File: src/hdl/cmct_pkg.sv
// Package for the Caesar message checksum block: payload types, constants and
// the per-byte helper functions. No dependencies.
`default_nettype none

package cmct_pkg;

   localparam int LENGTH_BITS = 16;
   localparam logic [LENGTH_BITS-1:0] LEN_MAX = '1;
   localparam int HDR_BYTES = 8;
   localparam int ALPHA_COUNT = 26;
   localparam int CASE_GAP = 32;
   localparam int LEN_FIELD_START = 4;
   localparam logic [7:0] CHAR_UP_A = 8'h41;
   localparam logic [7:0] CHAR_UP_Z = 8'h5A;
   localparam logic [7:0] CHAR_LO_A = 8'h61;
   localparam logic [7:0] CHAR_LO_Z = 8'h7A;
   localparam logic [15:0] RESP_LEN_MAX = 16'hFFFF;
   localparam logic OP_FORWARD = 1'b0;

   typedef struct packed {
      logic [7:0] in_byte;
      logic       in_last;
   } req_type;

   typedef struct packed {
      logic [7:0]  out_byte;
      logic        byte_valid;
      logic        is_last;
      logic        msg_ok;
      logic [15:0] resp_checksum;
      logic [15:0] resp_length;
   } rsp_type;

   // Request held in the input register.
   typedef struct packed {
      logic    valid;
      req_type data;
   } stage_type;

   // Result handed to the output register.
   typedef struct packed {
      logic    load;
      rsp_type data;
   } rsp_load_type;

   // Three-operand one's-complement add with end-around carry.
   function automatic logic [15:0] ones_add3(input logic [15:0] a, input logic [15:0] b,
                                             input logic [15:0] c);
      logic [17:0] s;
      logic [16:0] f;
      s = 18'(a) + 18'(b) + 18'(c);
      f = 17'(s[15:0]) + 17'(s[17:16]);
      return f[15:0] + 16'(f[16]);
   endfunction

   // Remainder by the alphabet size through four restoring subtract steps.
   function automatic logic [4:0] mod_alpha(input logic [7:0] b);
      logic [8:0] r;
      r = {1'b0, b};
      for (int k = 3; k >= 0; k--) begin
         if (r >= 9'(ALPHA_COUNT << k)) begin
            r = r - 9'(ALPHA_COUNT << k);
         end
      end
      return r[4:0];
   endfunction

   // Lowercase a letter and shift it within the alphabet; other bytes pass.
   function automatic logic [7:0] caesar_conv(input logic [7:0] b, input logic op,
                                              input logic [4:0] shift);
      logic [7:0] c;
      logic [7:0] r;
      c = b;
      if (c >= CHAR_UP_A && c <= CHAR_UP_Z) begin
         c = c + 8'(CASE_GAP);
      end
      r = c;
      if (c >= CHAR_LO_A && c <= CHAR_LO_Z) begin
         if (op == OP_FORWARD) begin
            r = c + 8'(shift);
            if (r > CHAR_LO_Z) begin
               r = r - 8'(ALPHA_COUNT);
            end
         end else begin
            if (c < CHAR_LO_A + 8'(shift)) begin
               r = c + 8'(ALPHA_COUNT) - 8'(shift);
            end else begin
               r = c - 8'(shift);
            end
         end
      end
      return r;
   endfunction

   // Reply length: at least the header, saturated to 16 bits.
   function automatic logic [15:0] reply_length(input logic [LENGTH_BITS-1:0] total);
      logic [32:0] t;
      t = 33'(total);
      if (t < 33'(HDR_BYTES)) begin
         t = 33'(HDR_BYTES);
      end
      if (t > 33'(RESP_LEN_MAX)) begin
         t = 33'(RESP_LEN_MAX);
      end
      return t[15:0];
   endfunction

endpackage

`default_nettype wire

File: src/hdl/cmct_req_reg.sv
// Input register of the Caesar message checksum block.
// Depends on cmct_pkg for the request and stage types.
`default_nettype none

module cmct_req_reg
   import cmct_pkg::*;
(
   input  wire logic      clock,
   input  wire logic      reset,
   input  wire logic      req_valid,
   output logic           req_ready,
   input  wire req_type   req_payload,
   input  wire logic      advance,
   output stage_type      stage
);

   logic    valid_ff;
   logic    valid_in;
   req_type data_ff;

   // A held request may be replaced in the same cycle it moves on.
   assign req_ready = !valid_ff || advance;
   assign valid_in  = req_valid || (valid_ff && !advance);

   always_ff @(posedge clock) begin
      if (reset) begin
         valid_ff <= 1'b0;
      end else begin
         valid_ff <= valid_in;
      end
      if (req_valid && req_ready) begin
         data_ff <= req_payload;
      end
   end

   assign stage.valid = valid_ff;
   assign stage.data  = data_ff;

endmodule

`default_nettype wire

File: src/hdl/cmct_engine.sv
// Per-byte message engine: header capture, Caesar conversion and the two
// running one's-complement sums. Depends on cmct_pkg.
`default_nettype none

module cmct_engine
   import cmct_pkg::*;
(
   input  wire logic      clock,
   input  wire logic      reset,
   input  wire stage_type stage,
   input  wire logic      out_free,
   output logic           advance,
   output rsp_load_type   rsp_load
);

   logic [LENGTH_BITS-1:0] pos_ff, pos_in;
   logic                   op_ff, op_in;
   logic [4:0]             shift_ff, shift_in;
   logic [LENGTH_BITS-1:0] dlen_ff, dlen_in;
   logic [15:0]            vsum_ff, vsum_in;
   logic [15:0]            rsum_ff, rsum_in;
   logic [7:0]             hold_ff, hold_in;
   logic                   err_ff, err_in;

   logic [7:0]             b;
   logic                   last;
   logic                   odd;
   logic                   text;
   logic                   pos_sat;
   logic [LENGTH_BITS-1:0] pos_step;
   logic [LENGTH_BITS+7:0] dlen_shift;
   logic                   dlen_ovf;
   logic                   dlen_byte;
   logic [7:0]             conv;
   logic [7:0]             rbyte;
   logic [15:0]            pair;
   logic [15:0]            rop;
   logic [15:0]            tail;
   logic [15:0]            rlen;
   logic [15:0]            vsum_fin;
   logic [15:0]            rsum_fin;
   logic                   ok;
   logic                   has_result;

   assign b    = stage.data.in_byte;
   assign last = stage.data.in_last;
   assign odd  = pos_ff[0];
   assign text = pos_ff >= LENGTH_BITS'(HDR_BYTES);

   assign pos_sat  = pos_ff == LEN_MAX;
   assign pos_step = pos_sat ? pos_ff : pos_ff + 1'b1;

   // Length field is shifted in big-endian; bits pushed off the top flag it.
   assign dlen_shift = {dlen_ff, b};
   assign dlen_byte  = !text && pos_ff >= LENGTH_BITS'(LEN_FIELD_START);
   assign dlen_ovf   = dlen_byte && (dlen_ff[LENGTH_BITS-1 -: 8] != 8'h00);

   assign conv  = text ? caesar_conv(b, op_ff, shift_ff) : 8'h00;
   assign rbyte = text ? conv : b;

   always_comb begin
      // Received sum works on little-endian pairs.
      pair = odd ? {b, hold_ff} : 16'h0000;
      hold_in = odd ? hold_ff : b;
      // Reply sum takes the op and shift bytes and the converted text.
      if (text || pos_ff < LENGTH_BITS'(2)) begin
         rop = odd ? {rbyte, 8'h00} : {8'h00, rbyte};
      end else begin
         rop = 16'h0000;
      end
      op_in    = (pos_ff == '0) ? b[0] : op_ff;
      shift_in = (pos_ff == LENGTH_BITS'(1)) ? mod_alpha(b) : shift_ff;
      dlen_in  = dlen_byte ? dlen_shift[LENGTH_BITS-1:0] : dlen_ff;
      err_in   = err_ff || dlen_ovf || pos_sat;
      pos_in   = pos_step;
      vsum_in  = ones_add3(vsum_ff, pair, 16'h0000);
      rsum_in  = ones_add3(rsum_ff, rop, 16'h0000);
   end

   // Closing figures: an odd tail byte counts as a low byte; the reply
   // length field adds as one byte-swapped word.
   assign rlen     = reply_length(pos_step);
   assign tail     = pos_step[0] ? {8'h00, hold_in} : 16'h0000;
   assign vsum_fin = ones_add3(vsum_ff, pair, tail);
   assign rsum_fin = ones_add3(rsum_ff, rop, {rlen[7:0], rlen[15:8]});
   assign ok       = (vsum_fin == 16'hFFFF) && !err_in &&
                     (pos_step >= LENGTH_BITS'(HDR_BYTES)) && (pos_step == dlen_in);

   assign has_result = text || last;
   assign advance    = stage.valid && (!has_result || out_free);

   always_comb begin
      rsp_load.load               = advance && has_result;
      rsp_load.data.out_byte      = conv;
      rsp_load.data.byte_valid    = text;
      rsp_load.data.is_last       = last;
      rsp_load.data.msg_ok        = last && ok;
      rsp_load.data.resp_checksum = last ? ~rsum_fin : 16'h0000;
      rsp_load.data.resp_length   = last ? rlen : 16'h0000;
   end

   always_ff @(posedge clock) begin
      if (reset || (advance && last)) begin
         pos_ff   <= '0;
         op_ff    <= 1'b0;
         shift_ff <= '0;
         dlen_ff  <= '0;
         vsum_ff  <= '0;
         rsum_ff  <= '0;
         hold_ff  <= '0;
         err_ff   <= 1'b0;
      end else if (advance) begin
         pos_ff   <= pos_in;
         op_ff    <= op_in;
         shift_ff <= shift_in;
         dlen_ff  <= dlen_in;
         vsum_ff  <= vsum_in;
         rsum_ff  <= rsum_in;
         hold_ff  <= hold_in;
         err_ff   <= err_in;
      end
   end

endmodule

`default_nettype wire

File: src/hdl/cmct_rsp_reg.sv
// Output register of the Caesar message checksum block.
// Depends on cmct_pkg for the result types.
`default_nettype none

module cmct_rsp_reg
   import cmct_pkg::*;
(
   input  wire logic         clock,
   input  wire logic         reset,
   input  wire rsp_load_type rsp_load,
   output logic              out_free,
   output logic              rsp_valid,
   input  wire logic         rsp_ready,
   output rsp_type           rsp_payload
);

   logic    valid_ff;
   logic    valid_in;
   rsp_type data_ff;

   assign out_free = !valid_ff || rsp_ready;
   assign valid_in = rsp_load.load || (valid_ff && !rsp_ready);

   always_ff @(posedge clock) begin
      if (reset) begin
         valid_ff <= 1'b0;
      end else begin
         valid_ff <= valid_in;
      end
      if (rsp_load.load) begin
         data_ff <= rsp_load.data;
      end
   end

   assign rsp_valid   = valid_ff;
   assign rsp_payload = data_ff;

endmodule

`default_nettype wire

File: src/hdl/caesar_message_checksum_transform.sv
// Caesar message checksum transform, top level. Depends on cmct_pkg,
// cmct_req_reg, cmct_engine and cmct_rsp_reg.
// A request goes from the input register through the engine into the output register.
// Throughput: one request per cycle while the output register can take a result,
// set by the single-pass engine between the input register and the output register.
// Reset (synchronous, active high) empties both registers and clears all message state.
`default_nettype none

// A message arrives one byte per request: an 8-byte header (operation, shift,
// little-endian checksum, big-endian total length) followed by the text.
// Header bytes produce no result unless they close the message. Each text
// byte produces one result carrying the converted byte. The closing byte's
// result also carries the verify flag, the reply checksum and the reply length,
// after which the message state returns to its reset value.
module caesar_message_checksum_transform
   import cmct_pkg::*;
(
   input  wire logic    clock,
   input  wire logic    reset,
   input  wire logic    req_valid,
   output logic         req_ready,
   input  wire req_type req_payload,
   output logic         rsp_valid,
   input  wire logic    rsp_ready,
   output rsp_type      rsp_payload
);

   stage_type    stage;
   rsp_load_type rsp_load;
   logic         advance;
   logic         out_free;

   // The input register holds one request; it refills in the same cycle that
   // the engine consumes the held request, so requests stream without gaps.
   cmct_req_reg u_req_reg (
      .clock       (clock),
      .reset       (reset),
      .req_valid   (req_valid),
      .req_ready   (req_ready),
      .req_payload (req_payload),
      .advance     (advance),
      .stage       (stage)
   );

   // The engine updates the message state only when the held request moves
   // on: either it produces no result, or the output register can take one.
   cmct_engine u_engine (
      .clock    (clock),
      .reset    (reset),
      .stage    (stage),
      .out_free (out_free),
      .advance  (advance),
      .rsp_load (rsp_load)
   );

   // The output register holds one result; while it waits for the consumer, requests
   // that produce no result still pass, but the next one that does stalls the engine.
   cmct_rsp_reg u_rsp_reg (
      .clock       (clock),
      .reset       (reset),
      .rsp_load    (rsp_load),
      .out_free    (out_free),
      .rsp_valid   (rsp_valid),
      .rsp_ready   (rsp_ready),
      .rsp_payload (rsp_payload)
   );

endmodule

`default_nettype wire

File: config.mk
export PLATFORM = sky130hd
export DESIGN_NAME = caesar_message_checksum_transform
export DESIGN_NICKNAME = d
export VERILOG_FILES = /design/src/hdl/cmct_pkg.sv /design/src/hdl/cmct_req_reg.sv /design/src/hdl/cmct_engine.sv /design/src/hdl/cmct_rsp_reg.sv /design/src/hdl/caesar_message_checksum_transform.sv
export SDC_FILE = /design/constraint.sdc
export NUM_CORES = 1
export LEC_CHECK = 0
export BUFFER_PORTS_ARGS = -buffer_cell sky130_fd_sc_hd__buf_2
export CAP_MARGIN = 20
export CORE_MARGIN = 1
export CORE_UTILIZATION = 45
export CTS_BUF_LIST = sky130_fd_sc_hd__clkbuf_8 sky130_fd_sc_hd__clkbuf_16
export CTS_CLUSTER_SIZE = 14
export DETAILED_ROUTE_END_ITERATION = 10
export GPL_TIMING_DRIVEN = 0
export PLACE_DENSITY = 0.69
export SYNTH_ARGS = -nofsm -noshare
export SYNTH_HDL_FRONTEND = slang
export SYNTH_SLANG_ARGS = --single-unit
File: constraint.sdc
create_clock -name clock -period 12.8 [get_ports clock]
set_input_delay 0.64 -clock clock [delete_from_list [all_inputs] [get_ports clock]]
set_output_delay 0.64 -clock clock [all_outputs]
set_load 0.02 [all_outputs]
==> summary.txt <==
Status
  • Status: finished, final reports clean

Clock network
  • Hold_buf cts: 0
  • Clock sink total: 133
  • Max clock buf depth: 2
  • Root Driver: clkbuf_16
  • H-tree levels: 4
  • Total CTS buffers: 17
  • Worst-Skew Late Latency: 0.44 ns
  • CTS tree: yes
  • Clk slew on worst S/H paths: 0.07 ns

Flow run
  • Max-Cap Viols: 0

Die
  • Die height: 175 microns
  • Num rows: 62
  • Die area: 30500 sq um
  • Initial Utilization: 46.2%
  • Core Region: 29000 sq um
  • Io pins: 58
  • Die W: 175 microns

Routing
  • Vias/cell: 5.94
  • Avg WL per Cell: 18.0 microns
  • Routed Antenna Nets: 0
  • Drc violations: 0
  • WL final: 39500 microns
  • Vias: 13.0k
  • 1st-iter DRT viols: 1278
  • Detailed-router iteration count before antenna repair: 7

Setup path
  • Worst reg2reg path depth: 45
  • WP buf/inv: 4
  • Critical Path End Type: flop
  • Max FO, Critical Path: 10
  • Delay-heaviest family, CP: compound AO/OA/AOI/OAI gates
  • Critical path class: flop to flop
  • WP data required: 13.00 ns
  • Worst stage delay on the critical path: 0.55 ns
  • CP max stage cell: a2111oi_1
  • Worst reg2reg startpoint: u_req_reg.stage[5]$_DFFE_PP_
  • Most used cell, CP: ha_1
  • R2R setup slack: 0.72 ns
  • Arr. time, crit path: 12.28 ns
  • CP startpoint kind: flop
  • R2R Path End: u_rsp_reg.rsp_payload[26]$_SDFFCE_PN0P_

STA
  • Final number of hold-violating endpoints: 0
  • Min Clock Period, post-route: 12.08 ns
  • Hold slack: 0.381 ns
  • Final setup vio count: 0
  • Final setup TNS: 0 ns
  • Fin crit share: 94.4%
  • Final Skew: 0.0169 ns
  • Slew HR: 34.8%
  • RSZ-0062 raised after global routing: false
  • Slew Limit Fails: 0
  • Final WS setup: 0.718 ns
  • Worst Tran Pin Value: 0.978 ns
  • Fmax: 0.0828 GHz

Logic synthesis
  • Synth area leaders: dfxtp_1 12%, edfxtp_1 12%, ha_1 11%
  • Post-Synth Adder-Cell Area: 12.2%
  • Dominant cell type by area after synthesis: dfxtp_1
  • EDFF count, synth: 52
  • Asr flop ratio synth: 0%
  • Synth cell types: 83
  • Ys Warns: 0
  • Simple-Gate Fraction of Synth Area: 26.0%
  • Compound-cell area share of the yosys netlist: 20.7%
  • XOR/XNOR Fraction of Synth Area: 10.6%
  • Synth Area per Inst: 7.82 sq um
  • Main combinational cell family by area after synthesis: simple AND/OR/NAND/NOR gates
  • Net Count, Synth: 1853
  • Synth Flop Type: dfxtp_1
  • Share of the synthesized area in the top cell type: 12.1%
  • Synthesized instance count: 1715
  • Synthesized area: 13400 sq um
  • Sequential share of the synthesized area: 23.7%
  • Yosys reg bits: 133
  • Mux cell area share after synthesis: 2.67%

Pwr
  • Sw frac: 36.2%
  • Combinational share of power: 29.3%
  • Maximum VDD drop: 90.7 uV
  • Overall Power: 1.34 mW
  • Leak: 5.97 nW
  • Reg power frac: 34.7%
  • PwrDens: 90.3 nW/um^2
  • Clock Power Share: 36.1%
  • Internal power: 856 uW
  • Switching power: 486 uW

Global routing
  • Initial antenna violation count: 1
  • All-layer global routing usage: 25.8%
  • Remaining Overflow, GRT: 0
  • Pin count of the biggest net entering global routing: 35
  • Global-route wire length before repair: 62700 microns
  • Vias in the first global route: 12.1k

Final layout
  • Design Area, Final: 14900 sq um
  • Fill count: 2801
  • Area Growth Syn to Fin: 10.7%
  • Area occupied by multi-input gates: 9710 sq um
  • Ant diodes: 0
  • Layout cell share with drive strength beyond 1: 8.50%
  • Reg area: 3180 sq um
  • Final net count: 1936

Min path
  • Worst Hold Class: input port to flop
  • Hold Path Sink: u_req_reg.stage[5]$_DFFE_PP_
  • Hold path depth: 1
  • Min-delay src: req_payload[5]

Placed design
  • Pre-CTS WS: -0.113 ns
  • DP Wirelength: 30900 microns
  • GPL Wtd Cong: 0.910
  • Port Buffers: 57
  • Dpl cell area: 14200 sq um
-- cell usage after synthesis, types with 11 or more instances --
library cell  instances
nand2_1             189
nor2_1              171
a21oi_1             128
ha_1                115
xnor2_1             112
dfxtp_1              81
o21ai_0              80
inv_1                77
nand3_1              64
edfxtp_1             52
xor2_1               46
clkbuf_1             45
and2_1               36
nor3_1               35
a211oi_1             33
a21o_1               29
mux2i_1              29
nand4_1              24
nor2b_1              24
and3_1               23
o211ai_1             18
or3_1                17
nand2b_1             16
o21a_1               16
nor4_1               15
or2_2                15
a31oi_1              13
or4_1                11
-- metrics by stage --
step | instances | util [%]
2_1_floorplan | 1715 | -
3_3_place_gp | 2156 | 48.9
3_5_place_dp | 2157 | 49.0
4_1_cts | 2189 | 50.9
5_1_grt | 2195 | 51.2
6_report | 2195 | 51.2
-- routing by layer --
metal	vias to the layer above	wire length [microns]	GRT usage (%)
met2	483	17500	40.8
met5	-	0	0
li1	6394	-	-
met1	6091	18300	35.9
met3	67	2700	3.74
met4	0	937	8.26
-- cells in the final DEF (no fill, tap or decap), types with 13 or more instances in the layout --
cell type	n
nand2_1	189
or3_1	17
ha_1	114
xor2_1	45
inv_1	76
edfxtp_1	52
and2_1	36
a21o_1	29
clkbuf_1	43
a21oi_1	128
mux2i_1	29
or2_2	15
o21a_1	16
nand2b_1	16
nor4_1	15
nor2b_1	24
clkbuf_16	17
and3_1	23
dfxtp_1	81
nand3_1	64
xnor2_1	112
a31oi_1	13
o21ai_0	79
nand4_1	24
a211oi_1	31
o211ai_1	18
nor2_1	169
nor3_1	35
buf_2	65
-- layout make-up --
class	count	area share [%]
multi-input combinational	1442	65.4
sequential	133	21.4
tap	384	3.23
clock buffer	17	2.86
timing repair buffer	65	2.41
inverter	80	2.07
buffer	59	1.72
clock inverter	15	0.901
-- kinds of logic (layout without fill, tap and decap cells) --
logic type	Yosys count	in the layout
muxes	35	35
buffers and inverters	140	236
DFF	133	133
and+or+nand+nor	696	696
AOI/OAI and AO/OA	426	426
adders and majority gates	125	125
xor gates and xnor gates	160	160
-- how the worst max path moves through the flow --
stage | startpoint | endpoint | slack, ns | cells after the start
finish | u_req_reg.stage[5]$_DFFE_PP_ | u_rsp_reg.rsp_payload[26]$_SDFFCE_PN0P_ | 0.72 | 45
global route | u_req_reg.stage[5]$_DFFE_PP_ | u_rsp_reg.rsp_payload[26]$_SDFFCE_PN0P_ | 0.06 | 45
CTS | u_req_reg.stage[5]$_DFFE_PP_ | u_rsp_reg.rsp_payload[26]$_SDFFCE_PN0P_ | 0.18 | 46
detailed placement | u_req_reg.stage[5]$_DFFE_PP_ | u_rsp_reg.rsp_payload[26]$_SDFFCE_PN0P_ | -0.11 | 45
global placement | u_req_reg.stage[5]$_DFFE_PP_ | u_rsp_reg.rsp_payload[26]$_SDFFCE_PN0P_ | 0.17 | 45
floorplan | u_req_reg.stage[5]$_DFFE_PP_ | u_rsp_reg.rsp_payload[26]$_SDFFCE_PN0P_ | 2.81 | 45
-- power groups by stage --
stage	clock [mW]	combinational, mW	sequential [mW]
after detailed placement	0	0.380	0.474
after CTS	0.486	0.384	0.465
final	0.483	0.392	0.465
after floorplan	0	0.284	0.476
after global routing	0.502	0.434	0.466
after global placement	0	0.371	0.475
-- timing repair --
| item | 4_1_cts | 5_1_grt |
|---|---|---|
| setup buffers | 0 | 7 |
| resized for setup | 3 | 11 |
| hold endpoints to repair | 0 | 0 |
| endpoints found under the setup margin | 2 | 8 |
| pin swaps | 0 | 0 |
-- sequential cells by signal, indices dropped and copies added, names as in the netlist --
signal / flops
u_req_reg.valid_ff: 1
u_rsp_reg.rsp_valid: 1
u_engine.vsum_ff: 16
u_rsp_reg.rsp_payload: 43
u_engine.shift_ff: 5
u_req_reg.stage: 9
u_engine.rsum_ff: 16
u_engine.err_ff: 1
u_engine.pos_ff: 16
u_engine.dlen_ff: 16
u_engine.hold_ff: 8
u_engine.op_ff: 1
Power figures use the tool's default switching activity.
